## config.mk

```make
export PLATFORM = sky130hd
export DESIGN_NAME = can_image_download_receiver_top
export DESIGN_NICKNAME = d
export VERILOG_FILES = /design/src/hdl/cidr_pkg.sv /design/src/hdl/can_image_download_receiver_top.sv
export SDC_FILE = /design/constraint.sdc
export NUM_CORES = 1
export LEC_CHECK = 0
export BUFFER_PORTS_ARGS = -buffer_cell sky130_fd_sc_hd__buf_2
export CORE_MARGIN = 2
export CORE_UTILIZATION = 53
export DETAILED_ROUTE_END_ITERATION = 6
export PLACE_DENSITY = 0.77
export SETUP_SLACK_MARGIN = 0.05
export SLEW_MARGIN = 10
export SYNTH_ARGS = -nofsm -noshare
export SYNTH_HDL_FRONTEND = slang
export SYNTH_SLANG_ARGS = --single-unit
export TNS_END_PERCENT = 1
```

## constraint.sdc

```tcl
create_clock -name clk_i -period 9.15 [get_ports clk_i]
set_clock_uncertainty 0.05 [all_clocks]
set_input_delay 1.83 -clock clk_i [delete_from_list [all_inputs] [get_ports clk_i]]
set_output_delay 1.83 -clock clk_i [all_outputs]
set_load 0.05 [all_outputs]
```

## src/hdl/cidr_pkg.sv

```systemverilog
`default_nettype none

package cidr_pkg;

  localparam int unsigned IdW        = 11;
  localparam int unsigned ByteW      = 8;
  localparam int unsigned NumBytes   = 8;
  localparam int unsigned SizeW      = 32;
  localparam int unsigned FramesW    = 29;
  localparam int unsigned TailW      = 3;
  localparam int unsigned DataW      = NumBytes * ByteW;

  // Stream beat widths, padded to whole bytes
  localparam int unsigned InFieldsW  = IdW + DataW;
  localparam int unsigned InTdataW   = ((InFieldsW + 7) / 8) * 8;
  localparam int unsigned OutFieldsW = SizeW + DataW + ByteW + SizeW + SizeW + 3 + ByteW;
  localparam int unsigned OutTdataW  = ((OutFieldsW + 7) / 8) * 8;

  localparam logic [IdW-1:0]   StartIdReset = 11'h0A0;
  localparam logic [IdW-1:0]   DataIdReset  = 11'h0A1;
  localparam logic [IdW-1:0]   EndIdReset   = 11'h0A2;
  localparam logic [ByteW-1:0] StartMark    = 8'hAA;
  localparam logic [SizeW-1:0] FrameBytes   = 32'd8;

  typedef enum logic [1:0] {
    CFG_START_ID = 2'd0,
    CFG_DATA_ID  = 2'd1,
    CFG_END_ID   = 2'd2
  } cfg_idx_e;

endpackage

`default_nettype wire

```

## src/hdl/can_image_download_receiver_top.sv

```systemverilog
// CAN image download receiver, one channel. Each input beat is one received
// standard frame (11-bit identifier plus eight data bytes); each accepted beat
// yields exactly one result beat. A start frame (bytes 0 and 1 = 0xAA, only
// while no header is held) loads the big-endian image size from bytes 4..7.
// A data frame is reported as an 8-byte memory write (tuser = 1) at a running
// offset that advances by 8, and its bytes go into an 8-bit wrapping checksum:
// all eight while full frames remain, otherwise only the tail bytes of the
// image. An end frame latches the sent checksum (byte 6) and corrects the
// received size by byte 7. Identifiers come from three config registers
// (index 0 start, 1 data, 2 end; reset 0xA0/0xA1/0xA2); when several match,
// start wins over data over end, and unmatched frames only report the state.
// Throughput is one frame per clock unless the output stalls; a frame
// passes the input and result registers, with the whole frame update done in
// one pass between them. Write configuration only while the block is idle.
`default_nettype none

module can_image_download_receiver_top (
  input  wire logic                              clk_i,
  input  wire logic                              rst_ni,
  // Frame input
  input  wire logic                              s_axis_tvalid,
  output logic                                   s_axis_tready,
  // {pad, byte7, ..., byte0, frame_id}: frame_id[10:0], byteN at [18+8N:11+8N]
  input  wire logic [cidr_pkg::InTdataW-1:0]     s_axis_tdata,
  // Result output
  output logic                                   m_axis_tvalid,
  input  wire logic                              m_axis_tready,
  // write_offset[31:0], write_data[95:32], running_checksum[103:96],
  // expected_size[135:104], actual_size[167:136], header_seen[168],
  // transfer_started[169], end_seen[170], sent_checksum[178:171], zero pad
  output logic [cidr_pkg::OutTdataW-1:0]         m_axis_tdata,
  // write_valid[0]
  output logic [0:0]                             m_axis_tuser,
  // Configuration writes
  input  wire logic                              cfg_valid_i,
  output logic                                   cfg_ready_o,
  input  wire logic [1:0]                        cfg_index_i,
  input  wire logic [cidr_pkg::IdW-1:0]          cfg_data_i
);

  localparam int unsigned IdW   = cidr_pkg::IdW;
  localparam int unsigned ByteW = cidr_pkg::ByteW;
  localparam int unsigned SizeW = cidr_pkg::SizeW;

  // ---------------------------------------------------------------------------
  // Configuration registers: always ready, decode index, ignore unknown ones
  // ---------------------------------------------------------------------------
  logic [IdW-1:0] start_id_q, data_id_q, end_id_q;

  assign cfg_ready_o = 1'b1;

  always_ff @(posedge clk_i or negedge rst_ni) begin
    if (!rst_ni) begin
      start_id_q <= cidr_pkg::StartIdReset;
      data_id_q  <= cidr_pkg::DataIdReset;
      end_id_q   <= cidr_pkg::EndIdReset;
    end else if (cfg_valid_i && cfg_ready_o) begin
      unique case (cidr_pkg::cfg_idx_e'(cfg_index_i))
        cidr_pkg::CFG_START_ID: start_id_q <= cfg_data_i;
        cidr_pkg::CFG_DATA_ID:  data_id_q  <= cfg_data_i;
        cidr_pkg::CFG_END_ID:   end_id_q   <= cfg_data_i;
        default: ;
      endcase
    end
  end

  // ---------------------------------------------------------------------------
  // Input register. A held frame advances into the result register whenever
  // that register is empty or its beat is taken in the same cycle.
  // ---------------------------------------------------------------------------
  logic                              in_valid_q;
  logic [cidr_pkg::InFieldsW-1:0]    in_data_q;
  logic                              out_valid_q;
  logic                              advance;

  assign advance       = in_valid_q && (!out_valid_q || m_axis_tready);
  assign s_axis_tready = !in_valid_q || advance;

  always_ff @(posedge clk_i or negedge rst_ni) begin
    if (!rst_ni) begin
      in_valid_q <= 1'b0;
    end else if (s_axis_tready) begin
      in_valid_q <= s_axis_tvalid;
    end
  end

  always_ff @(posedge clk_i) begin
    if (s_axis_tready && s_axis_tvalid) begin
      in_data_q <= s_axis_tdata[cidr_pkg::InFieldsW-1:0];
    end
  end

  // ---------------------------------------------------------------------------
  // Frame decode
  // ---------------------------------------------------------------------------
  logic [IdW-1:0]               frame_id;
  logic [cidr_pkg::DataW-1:0]   frame_data;
  logic [ByteW-1:0]             frame_byte [cidr_pkg::NumBytes];
  logic                         is_start, is_data, is_end;

  assign frame_id   = in_data_q[IdW-1:0];
  assign frame_data = in_data_q[cidr_pkg::InFieldsW-1:IdW];

  always_comb begin
    for (int i = 0; i < cidr_pkg::NumBytes; i++) begin
      frame_byte[i] = frame_data[i*ByteW +: ByteW];
    end
  end

  // Start match wins, then data, then end
  assign is_start = (frame_id == start_id_q);
  assign is_data  = !is_start && (frame_id == data_id_q);
  assign is_end   = !is_start && !is_data && (frame_id == end_id_q);

  // ---------------------------------------------------------------------------
  // Transfer state
  // ---------------------------------------------------------------------------
  logic                           header_q, header_d;
  logic [SizeW-1:0]               size_exp_q, size_exp_d;
  logic [cidr_pkg::FramesW-1:0]   frames_left_q, frames_left_d;
  logic [cidr_pkg::TailW-1:0]     tail_q, tail_d;
  logic [ByteW-1:0]               sum_q, sum_d;
  logic [SizeW-1:0]               offset_q, offset_d;
  logic [SizeW-1:0]               size_act_q, size_act_d;
  logic [ByteW-1:0]               sent_sum_q, sent_sum_d;
  logic                           started_q, started_d;
  logic                           finished_q, finished_d;

  logic [cidr_pkg::TailW:0]       byte_count;
  logic [ByteW-1:0]               frame_sum;
  logic                           marker_ok;

  assign marker_ok = (frame_byte[0] == cidr_pkg::StartMark) &&
                     (frame_byte[1] == cidr_pkg::StartMark);

  // Count all eight bytes while full frames remain, else only the image tail
  assign byte_count = (frames_left_q != '0) ? (cidr_pkg::TailW+1)'(cidr_pkg::NumBytes)
                                            : {1'b0, tail_q};

  always_comb begin
    frame_sum = '0;
    for (int i = 0; i < cidr_pkg::NumBytes; i++) begin
      if (i < int'(byte_count)) begin
        frame_sum = frame_sum + frame_byte[i];
      end
    end
  end

  always_comb begin
    header_d      = header_q;
    size_exp_d    = size_exp_q;
    frames_left_d = frames_left_q;
    tail_d        = tail_q;
    sum_d         = sum_q;
    offset_d      = offset_q;
    size_act_d    = size_act_q;
    sent_sum_d    = sent_sum_q;
    started_d     = started_q;
    finished_d    = finished_q;
    if (is_start) begin
      // Accept the header once, and only with the marker
      if (!header_q && marker_ok) begin
        header_d      = 1'b1;
        size_exp_d    = {frame_byte[4], frame_byte[5], frame_byte[6], frame_byte[7]};
        frames_left_d = size_exp_d[SizeW-1:cidr_pkg::TailW];
        tail_d        = size_exp_d[cidr_pkg::TailW-1:0];
      end
    end else if (is_data) begin
      started_d  = 1'b1;
      if (frames_left_q != '0) begin
        frames_left_d = frames_left_q - cidr_pkg::FramesW'(1);
      end
      sum_d      = sum_q + frame_sum;
      offset_d   = offset_q + cidr_pkg::FrameBytes;
      size_act_d = size_act_q + cidr_pkg::FrameBytes;
    end else if (is_end) begin
      // Drop the last frame's padding: actual - 8 + valid byte count
      finished_d = 1'b1;
      sent_sum_d = frame_byte[6];
      size_act_d = size_act_q + {{(SizeW-ByteW){1'b0}}, frame_byte[7]} - cidr_pkg::FrameBytes;
    end
  end

  always_ff @(posedge clk_i or negedge rst_ni) begin
    if (!rst_ni) begin
      header_q      <= 1'b0;
      size_exp_q    <= '0;
      frames_left_q <= '0;
      tail_q        <= '0;
      sum_q         <= '0;
      offset_q      <= '0;
      size_act_q    <= '0;
      sent_sum_q    <= '0;
      started_q     <= 1'b0;
      finished_q    <= 1'b0;
    end else if (advance) begin
      header_q      <= header_d;
      size_exp_q    <= size_exp_d;
      frames_left_q <= frames_left_d;
      tail_q        <= tail_d;
      sum_q         <= sum_d;
      offset_q      <= offset_d;
      size_act_q    <= size_act_d;
      sent_sum_q    <= sent_sum_d;
      started_q     <= started_d;
      finished_q    <= finished_d;
    end
  end

  // ---------------------------------------------------------------------------
  // Result register
  // ---------------------------------------------------------------------------
  logic [cidr_pkg::OutFieldsW-1:0] out_fields_d;
  logic [cidr_pkg::OutFieldsW-1:0] out_fields_q;
  logic                            out_write_q;

  // Non-data frames report zero offset and zero data
  assign out_fields_d = {sent_sum_d, finished_d, started_d, header_d, size_act_d,
                         size_exp_d, sum_d,
                         is_data ? frame_data : {cidr_pkg::DataW{1'b0}},
                         is_data ? offset_q   : {SizeW{1'b0}}};

  always_ff @(posedge clk_i or negedge rst_ni) begin
    if (!rst_ni) begin
      out_valid_q <= 1'b0;
    end else if (advance) begin
      out_valid_q <= 1'b1;
    end else if (m_axis_tready) begin
      out_valid_q <= 1'b0;
    end
  end

  always_ff @(posedge clk_i) begin
    if (advance) begin
      out_fields_q <= out_fields_d;
      out_write_q  <= is_data;
    end
  end

  assign m_axis_tvalid = out_valid_q;
  assign m_axis_tdata  = {{(cidr_pkg::OutTdataW-cidr_pkg::OutFieldsW){1'b0}}, out_fields_q};
  assign m_axis_tuser  = out_write_q;

  // ---------------------------------------------------------------------------
  // Assertions
  // ---------------------------------------------------------------------------
  // Once a header is held it stays until reset
  a_header_sticky: assert property (@(posedge clk_i) disable iff (!rst_ni)
    header_q |=> header_q)
    else $error("header flag cleared");

  // Writes land on 8-byte boundaries
  a_offset_aligned: assert property (@(posedge clk_i) disable iff (!rst_ni)
    offset_q[cidr_pkg::TailW-1:0] == '0)
    else $error("write offset misaligned");

  // A data frame uses up exactly one full frame while any remain
  a_frames_count: assert property (@(posedge clk_i) disable iff (!rst_ni)
    advance && is_data && (frames_left_q != '0) |=>
      frames_left_q == $past(frames_left_q) - cidr_pkg::FramesW'(1))
    else $error("full frame count not decremented");

  // A reported write implies the transfer-started flag in the same beat
  a_write_started: assert property (@(posedge clk_i) disable iff (!rst_ni)
    m_axis_tvalid && m_axis_tuser[0] |-> m_axis_tdata[169])
    else $error("write reported without transfer started");

  // The input side never stalls while its register is empty
  a_ready_empty: assert property (@(posedge clk_i) disable iff (!rst_ni)
    !in_valid_q |-> s_axis_tready)
    else $error("input stalled with empty register");

endmodule

`default_nettype wire
```

==> results.sh, run 1 <==
export IMPL_grt_usage_pct=25.34
export IMPL_first_pass_iters=5
export IMPL_cpMaxStageDelayCell="or4_4"
export IMPL_fmax_mhz=104.4
export IMPL_via_per_inst=5.641
export IMPL_crit_path_frequent_cell="fa_1"
export IMPL_synth_main_ff_cell="edfxtp_1"
export IMPL_slowest_delay_ns=0.57
export IMPL_worst_slack_ns=-0.4279
export IMPL_critical_path_depth=45
export IMPL_cts_root_buf="clkbuf_16"
export IMPL_rsz0062_at_grt="yes"
export IMPL_dpl_cell_count=2854
export IMPL_h_tree_depth=2
export IMPL_min_delay_start="started_q"
export IMPL_clockBufferDepth=3
export IMPL_synth_edff_count=252
export IMPL_p_leak_nw=12.26
export IMPL_clkTransAtPathRegs_ns=0.06
export IMPL_num_vias=16732
export IMPL_async_flop_share_pct=41.53
export IMPL_port_buffers=271
export IMPL_yosys_warnings=0
export IMPL_holdPathStages=1
export IMPL_cts_tree="done"
export IMPL_yosysTopAreaCell="edfxtp_1"
export IMPL_grt_pass1_wl_um=88410
export IMPL_fin_crit_sh_pct=104.7
export IMPL_setup_viol=2
export IMPL_cp_max_fo=3
export IMPL_syn2layout_area_growth_pct=21.32
export IMPL_final_cells=2966
export IMPL_synth_distinct_cells=79
export IMPL_cts_hold_buf=0
export IMPL_dp_hpwl_um=38700
export IMPL_arrival_ns=9.85
export IMPL_violations="negative setup slack"
export IMPL_nets=2615
export IMPL_reg2reg_depth=45
export IMPL_total_power_mw=10.86
export IMPL_core_area_um2=42130
export IMPL_wl_per_cell_um=19.08
export IMPL_hold_class="register to register"
export IMPL_gp_congestion=0.8888
export IMPL_dr_first_iter_drc_count=1220
export IMPL_crit_family="adder cells"
export IMPL_start_kind="register"
export IMPL_grt_overflow_total=0
export IMPL_cap_violations=0
export IMPL_fin_crit_ns=9.578
export IMPL_power_density_nw_per_um2=394.6
export IMPL_io_pins=286
export IMPL_r2r_end="out_fields_q[103]"
export IMPL_dpl_worst_slack_ns=-0.6157
export IMPL_hold_path_endpoint="started_q"
export IMPL_ant_nets=0
export IMPL_cts_sinks=431
export IMPL_initial_core_util_pct=53.83
export IMPL_first_global_vias=16728
export IMPL_grt_max_degree=135
export IMPL_worst_slew_pin_slew_ns=1.196
export IMPL_slew_headroom_pct=20.25
export IMPL_drive_gt1_share_pct=30.10
export IMPL_drc=0
export IMPL_worstSkewPairLatency_ns=0.59
export IMPL_synth_cell_area_um2=22680
export IMPL_die_width_um=210.9
export IMPL_dieArea_um2=44470
export IMPL_cts_buffers=46
export IMPL_syn_avg_cell_area_um2=11.34
export IMPL_critical_path_class="register to register"
export IMPL_synth_cells=2001
export IMPL_vdd_ir_drop_max_v=0.0008381
export IMPL_required_ns=9.42
export IMPL_status="complete, but fails checks"
export IMPL_synth_top_cells_by_area="edfxtp_1, dfrtp_1, mux2_2"
export IMPL_die_h_um=210.9
export IMPL_rrSetupSlack_ns=-0.43
export IMPL_crit_path_end_kind="register"
export IMPL_wl_um=56600
export IMPL_ys_seq_area_share_pct=53.16
export IMPL_cp_buffers_inverters=6
export IMPL_core_rowCount=75
export IMPL_r2r_start="frames_left_q[18]"
export IMPL_drv_slew=0
export IMPL_yosys_register_bits=431
export IMPL_synth_top_area_share_pct=33.36
export IMPL_hold_viol_final=0
export IMPL_antenna_found_initial=3
==> report_power, final <==
| part | switching, mW | total, mW | internal (mW) |
|---|---|---|---|
| registers | 0.106 | 2.32 | 2.22 |
| logic | 3.13 | 6.68 | 3.56 |
| clock network | 0.772 | 1.85 | 1.08 |
| total | 4.00 | 10.9 | 6.85 |
==> synthesized netlist by cell type, types with 36 or more instances <==
cell type    n
a21o_1      36
a21oi_1     91
and2_1      85
clkbuf_1    57
dfrtp_1    171
edfxtp_1   252
ha_1       120
inv_1      110
mux2_2     139
nand2_1    168
nand3_1     44
nor2_1     113
nor3_1      50
o21ai_0    130
xnor2_1     92
xor2_1      40
==> area by class of cell <==
class / instances / area (µm²)
multi-input cells: 1389 / 10450
inverters: 111 / 424.2
clock buffers: 61 / 1247
flip-flops and latches: 431 / 12060
repair buffers: 409 / 2405
well taps: 539 / 674.4
fillers: 3196 / 14620
diodes: 2 / 5.005
clock inverters: 24 / 254.0
==> kinds of logic after synthesis <==
group,Yosys count,synth area share (%)
xor+xnor,134,5.296
flops,431,53.16
mux,150,7.475
simple gates,590,13.15
fa+ha+maj,129,7.414
other cells,2,0.03311
compound gates,377,10.13
buf+inv,188,3.348
==> cells in the final DEF, fill, tap and decap left out, drive strengths merged, types with 10 or more instances in the layout <==
| master | synthesis | final |
|---|---|---|
| a21o | 36 | 36 |
| a21oi | 92 | 92 |
| a31oi | 14 | 14 |
| and2 | 85 | 85 |
| and3 | 16 | 16 |
| buf | 20 | 408 |
| clkbuf | 57 | 62 |
| clkinv | 1 | 18 |
| dfrtp | 171 | 171 |
| edfxtp | 252 | 252 |
| ha | 120 | 120 |
| inv | 110 | 112 |
| mux2 | 143 | 143 |
| nand2 | 168 | 168 |
| nand2b | 17 | 17 |
| nand3 | 44 | 44 |
| nand4 | 15 | 15 |
| nor2 | 113 | 113 |
| nor2b | 21 | 21 |
| nor3 | 50 | 50 |
| nor4 | 18 | 18 |
| o211ai | 11 | 11 |
| o21a | 10 | 10 |
| o21ai | 138 | 138 |
| o21bai | 16 | 16 |
| or3 | 11 | 11 |
| xnor2 | 92 | 92 |
| xor2 | 40 | 40 |
==> metal layers <==
layer / GRT usage [%] / vias to the layer above / wire length (µm) / share of wire [%]
met3: 4.624 / 112 / 3511 / 6.2
met5: 0 / - / 13 / 0.023
li1: - / 7927 / - / -
met1: 34.36 / 8169 / 24820 / 44
met4: 9.446 / 2 / 1718 / 3.0
met2: 40.95 / 522 / 26530 / 47
==> metrics by stage <==
stage                     TNS (ns)  area, µm²  hold slack (ns)  util, %
final                      -0.8092      27520           0.4177    65.31
after global routing        -2.594      27510           0.4295    65.30
after CTS                  -0.4939      27180           0.4235    64.50
after detailed placement    -1.225      25400           0.4048    60.29
after global placement     -0.7168      25400           0.3929    60.29
after floorplan                  0      22820           0.3747        -
==> sequential cells by signal (all words and copies together), names as in the netlist, 3 cells and up <==
signal         flops
sent_sum_q         8
data_id_q         11
tail_q             3
in_data_q         75
frames_left_q     29
offset_q          29
start_id_q        11
end_id_q          11
out_fields_q     176
sum_q              8
size_exp_q        32
size_act_q        32
==> worst register-to-register path, delay by kind of cell (launching register included) <==
family / cells / cell delay (ns)
multiplexers: 4 / 0.96
AO/OA/AOI/OAI: 8 / 1.08
adder cells (fa/ha/maj): 9 / 3.37
buffers and inverters: 6 / 0.61
AND/OR/NAND/NOR: 13 / 1.98
flip-flops: 1 / 0.39
XOR/XNOR: 5 / 0.89
==> what timing repair did <==
item	CTS	global route
resized for setup	35	44
endpoints found under the setup margin	4	8
pin swaps	27	40
gates cloned	0	0
setup buffers	8	17
==> how the worst max path moves through the flow <==
stage,from,endpoint,slack [ns]
after global routing,frames_left_q[18],out_fields_q[103],-0.85
after detailed placement,frames_left_q[18],out_fields_q[103],-0.62
after floorplan,frames_left_q[18],out_fields_q[103],0.07
after CTS,frames_left_q[21],out_fields_q[103],-0.31
after global placement,frames_left_q[18],out_fields_q[103],-0.42
final,frames_left_q[18],out_fields_q[103],-0.43
Note: power is estimated with default switching activity, not from simulation.
==> inputs of run 2 (changes only) <==
--- a/config.mk
+++ b/config.mk
@@ -6,8 +6,9 @@
 export NUM_CORES = 1
 export LEC_CHECK = 0
 export BUFFER_PORTS_ARGS = -buffer_cell sky130_fd_sc_hd__buf_2
-export CORE_MARGIN = 2
-export CORE_UTILIZATION = 53
+export CAP_MARGIN = 10
+export CORE_MARGIN = 3
+export CORE_UTILIZATION = 56
 export DETAILED_ROUTE_END_ITERATION = 6
 export PLACE_DENSITY = 0.77
 export SETUP_SLACK_MARGIN = 0.05
==> constraint.sdc (replaced) <==
create_clock -name clk_i -period 10 [get_ports clk_i]
set_clock_uncertainty 0.05 [all_clocks]
set_input_delay 2 -clock clk_i [delete_from_list [all_inputs] [get_ports clk_i]]
set_output_delay 2 -clock clk_i [all_outputs]
set_load 0.05 [all_outputs]
==> run 2 against run 1 <==
Sequential share of layout area increased by 0.96 points. Sequential cell count unchanged. Largest cell class unchanged. The run now ends clean. Power is 14% lower. Sequential power down 8%. Critical endpoint unchanged. Clock power is 12% lower.
==> results.sh, run 2 (synthesis results as in run 1) <==
export IMPL_status="finished clean"
export IMPL_p_leak_nw=11.92
export IMPL_use_met1_pct=35.01
export IMPL_grt_busiest_layer="met2"
export IMPL_clockBufferDepth=3
export IMPL_worstSkewPairLatency_ns=0.59
export IMPL_core_rowCount=73
export IMPL_cts_tree="done"
export IMPL_arrival_ns=10.01
export IMPL_crit_path_end_kind="register"
export IMPL_fin_hold_ws_ns=0.4193
export IMPL_hold_class="register to register"
export IMPL_dp_hpwl_um=38680
export IMPL_slew_headroom_pct=23.69
export IMPL_h_tree_depth=2
export IMPL_die_width_um=207.3
export IMPL_fin_crit_sh_pct=97.28
export IMPL_met3_usage_pct=4.322
export IMPL_io_pins=286
export IMPL_cpMaxStageDelayCell="or4_4"
export IMPL_dpl_worst_slack_ns=-0.2808
export IMPL_placed_area_um2=25030
export IMPL_grt_overflow_total=0
export IMPL_grt_usage_pct=25.36
export IMPL_mostFrequentLayoutCell="buf_2"
export IMPL_slowest_delay_ns=0.57
export IMPL_ant_nets=0
export IMPL_first_pass_iters=5
export IMPL_reg_top3="out_fields_q (176), in_data_q (75)"
export IMPL_wl_um=56180
export IMPL_total_power_mw=9.376
export IMPL_cts_buffers=45
export IMPL_wl_per_cell_um=19.34
export IMPL_gp_congestion=0.9017
export IMPL_largest_reg_flops=176
export IMPL_dieArea_um2=42950
export IMPL_cp_buffers_inverters=8
export IMPL_worst_slew_pin_slew_ns=1.142
export IMPL_vdd_ir_drop_max_v=0.0007352
export IMPL_dr_first_iter_drc_count=1263
export IMPL_final_cell_area_um2=26930
export IMPL_num_vias=16629
export IMPL_grt_met2_usage_pct=40.68
export IMPL_critical_path_class="register to register"
export IMPL_crit_family="adder cells"
export IMPL_via_per_inst=5.724
export IMPL_grt_pass1_wl_um=88160
export IMPL_final_util_pct=67.46
export IMPL_core_area_um2=39910
export IMPL_grt_max_degree=139
export IMPL_cap_violations=0
export IMPL_hold_viol_final=0
export IMPL_nets=2568
export IMPL_drv_slew=0
export IMPL_cts_root_buf="clkbuf_16"
export IMPL_worst_slack_ns=0.2723
export IMPL_drc=0
export IMPL_die_h_um=207.3
export IMPL_required_ns=10.28
export IMPL_setup_viol=0
export IMPL_fin_crit_ns=9.728
export IMPL_initial_core_util_pct=56.83
export IMPL_antenna_found_initial=2
export IMPL_first_global_vias=16536
export IMPL_largest_register="out_fields_q"
export IMPL_drive_gt1_share_pct=27.96
export IMPL_syn2layout_area_growth_pct=18.72
export IMPL_mostFrequentLayoutCells="buf_2, edfxtp_1, dfrtp_1"
export IMPL_fmax_mhz=102.8
export IMPL_cts_sinks=431
export IMPL_n_fill_cell=2926
export IMPL_clkTransAtPathRegs_ns=0.06
export IMPL_cp_max_fo=3
export IMPL_start_kind="register"
export IMPL_power_density_nw_per_um2=348.2
export IMPL_port_buffers=271
==> run 2: changes by cell type in the layout (fill, tap and decap cells not counted), moves of 3 or more <==
cell,delta
mux2_2,+4
inv_6,+3
buf_4,-45
a21oi_2,-3
a21oi_1,+4
clkinvlp_4,+3
xnor2_1,+5
ha_1,+3
mux2_4,-4
clkinv_4,-3
xnor2_2,-5
==> run 2: worst paths after layout <==
path	start	end	slack, ns	depth (start not counted)
max	frames_left_q[19]	out_fields_q[103]	0.27	46
min	sent_sum_q[6]	sent_sum_q[6]	0.42	2
max reg2reg	frames_left_q[19]	out_fields_q[103]	0.27	46
min reg2reg	sent_sum_q[6]	sent_sum_q[6]	0.42	2
max in group asynchronous	rst_ni	size_exp_q[28]	7.25	2
min in group asynchronous	rst_ni	offset_q[23]	1.39	1
==> run 2: power breakdown <==
group          switching [mW]  total, mW  internal (mW)
combinational            2.74       5.63           2.89
clock                   0.709       1.62          0.912
sequential             0.0966       2.13           2.03
==> run 2: cell type report <==
type	count	area, µm²	share of cell area, %
diodes	2	5.005	0.01859
well taps	525	656.9	2.439
flip-flops and latches	431	12060	44.77
inverters	111	424.2	1.575
clock buffers	59	1209	4.489
repair buffers	363	2056	7.634
clock inverters	25	203.9	0.7574
multi-input cells	1389	10320	38.31
==> run 2: per-layer routing <==
layer | vias to the layer above | routed length (µm)
met4 | 0 | 1717
li1 | 7819 | -
met3 | 101 | 3624
met5 | - | 0
met1 | 8104 | 24120
met2 | 605 | 26720
==> run 2: timing repair <==
| action | 4_1_cts | 5_1_grt |
|---|---|---|
| gates cloned | 0 | 0 |
| gates resized for setup | 20 | 49 |
| setup endpoints to repair | 2 | 2 |
| hold endpoints to repair | 0 | 0 |
| hold buffers | 0 | 0 |
| pin swaps | 5 | 27 |
| setup buffers | 3 | 8 |
==> run 2: metrics by stage <==
step / TNS (ns) / std cells
floorplan: 0 / 2008
global placement: -0.03874 / 2808
detailed placement: -0.5608 / 2808
CTS: 0 / 2895
global route: -0.1780 / 2905
finish: 0 / 2905
==> run 2: tightest hold or removal path: cells and delay by family, from the launching register on <==
kind	cells	cell delay, ns
flip-flops	1	0.34
AND/OR/NAND/NOR	2	0.10
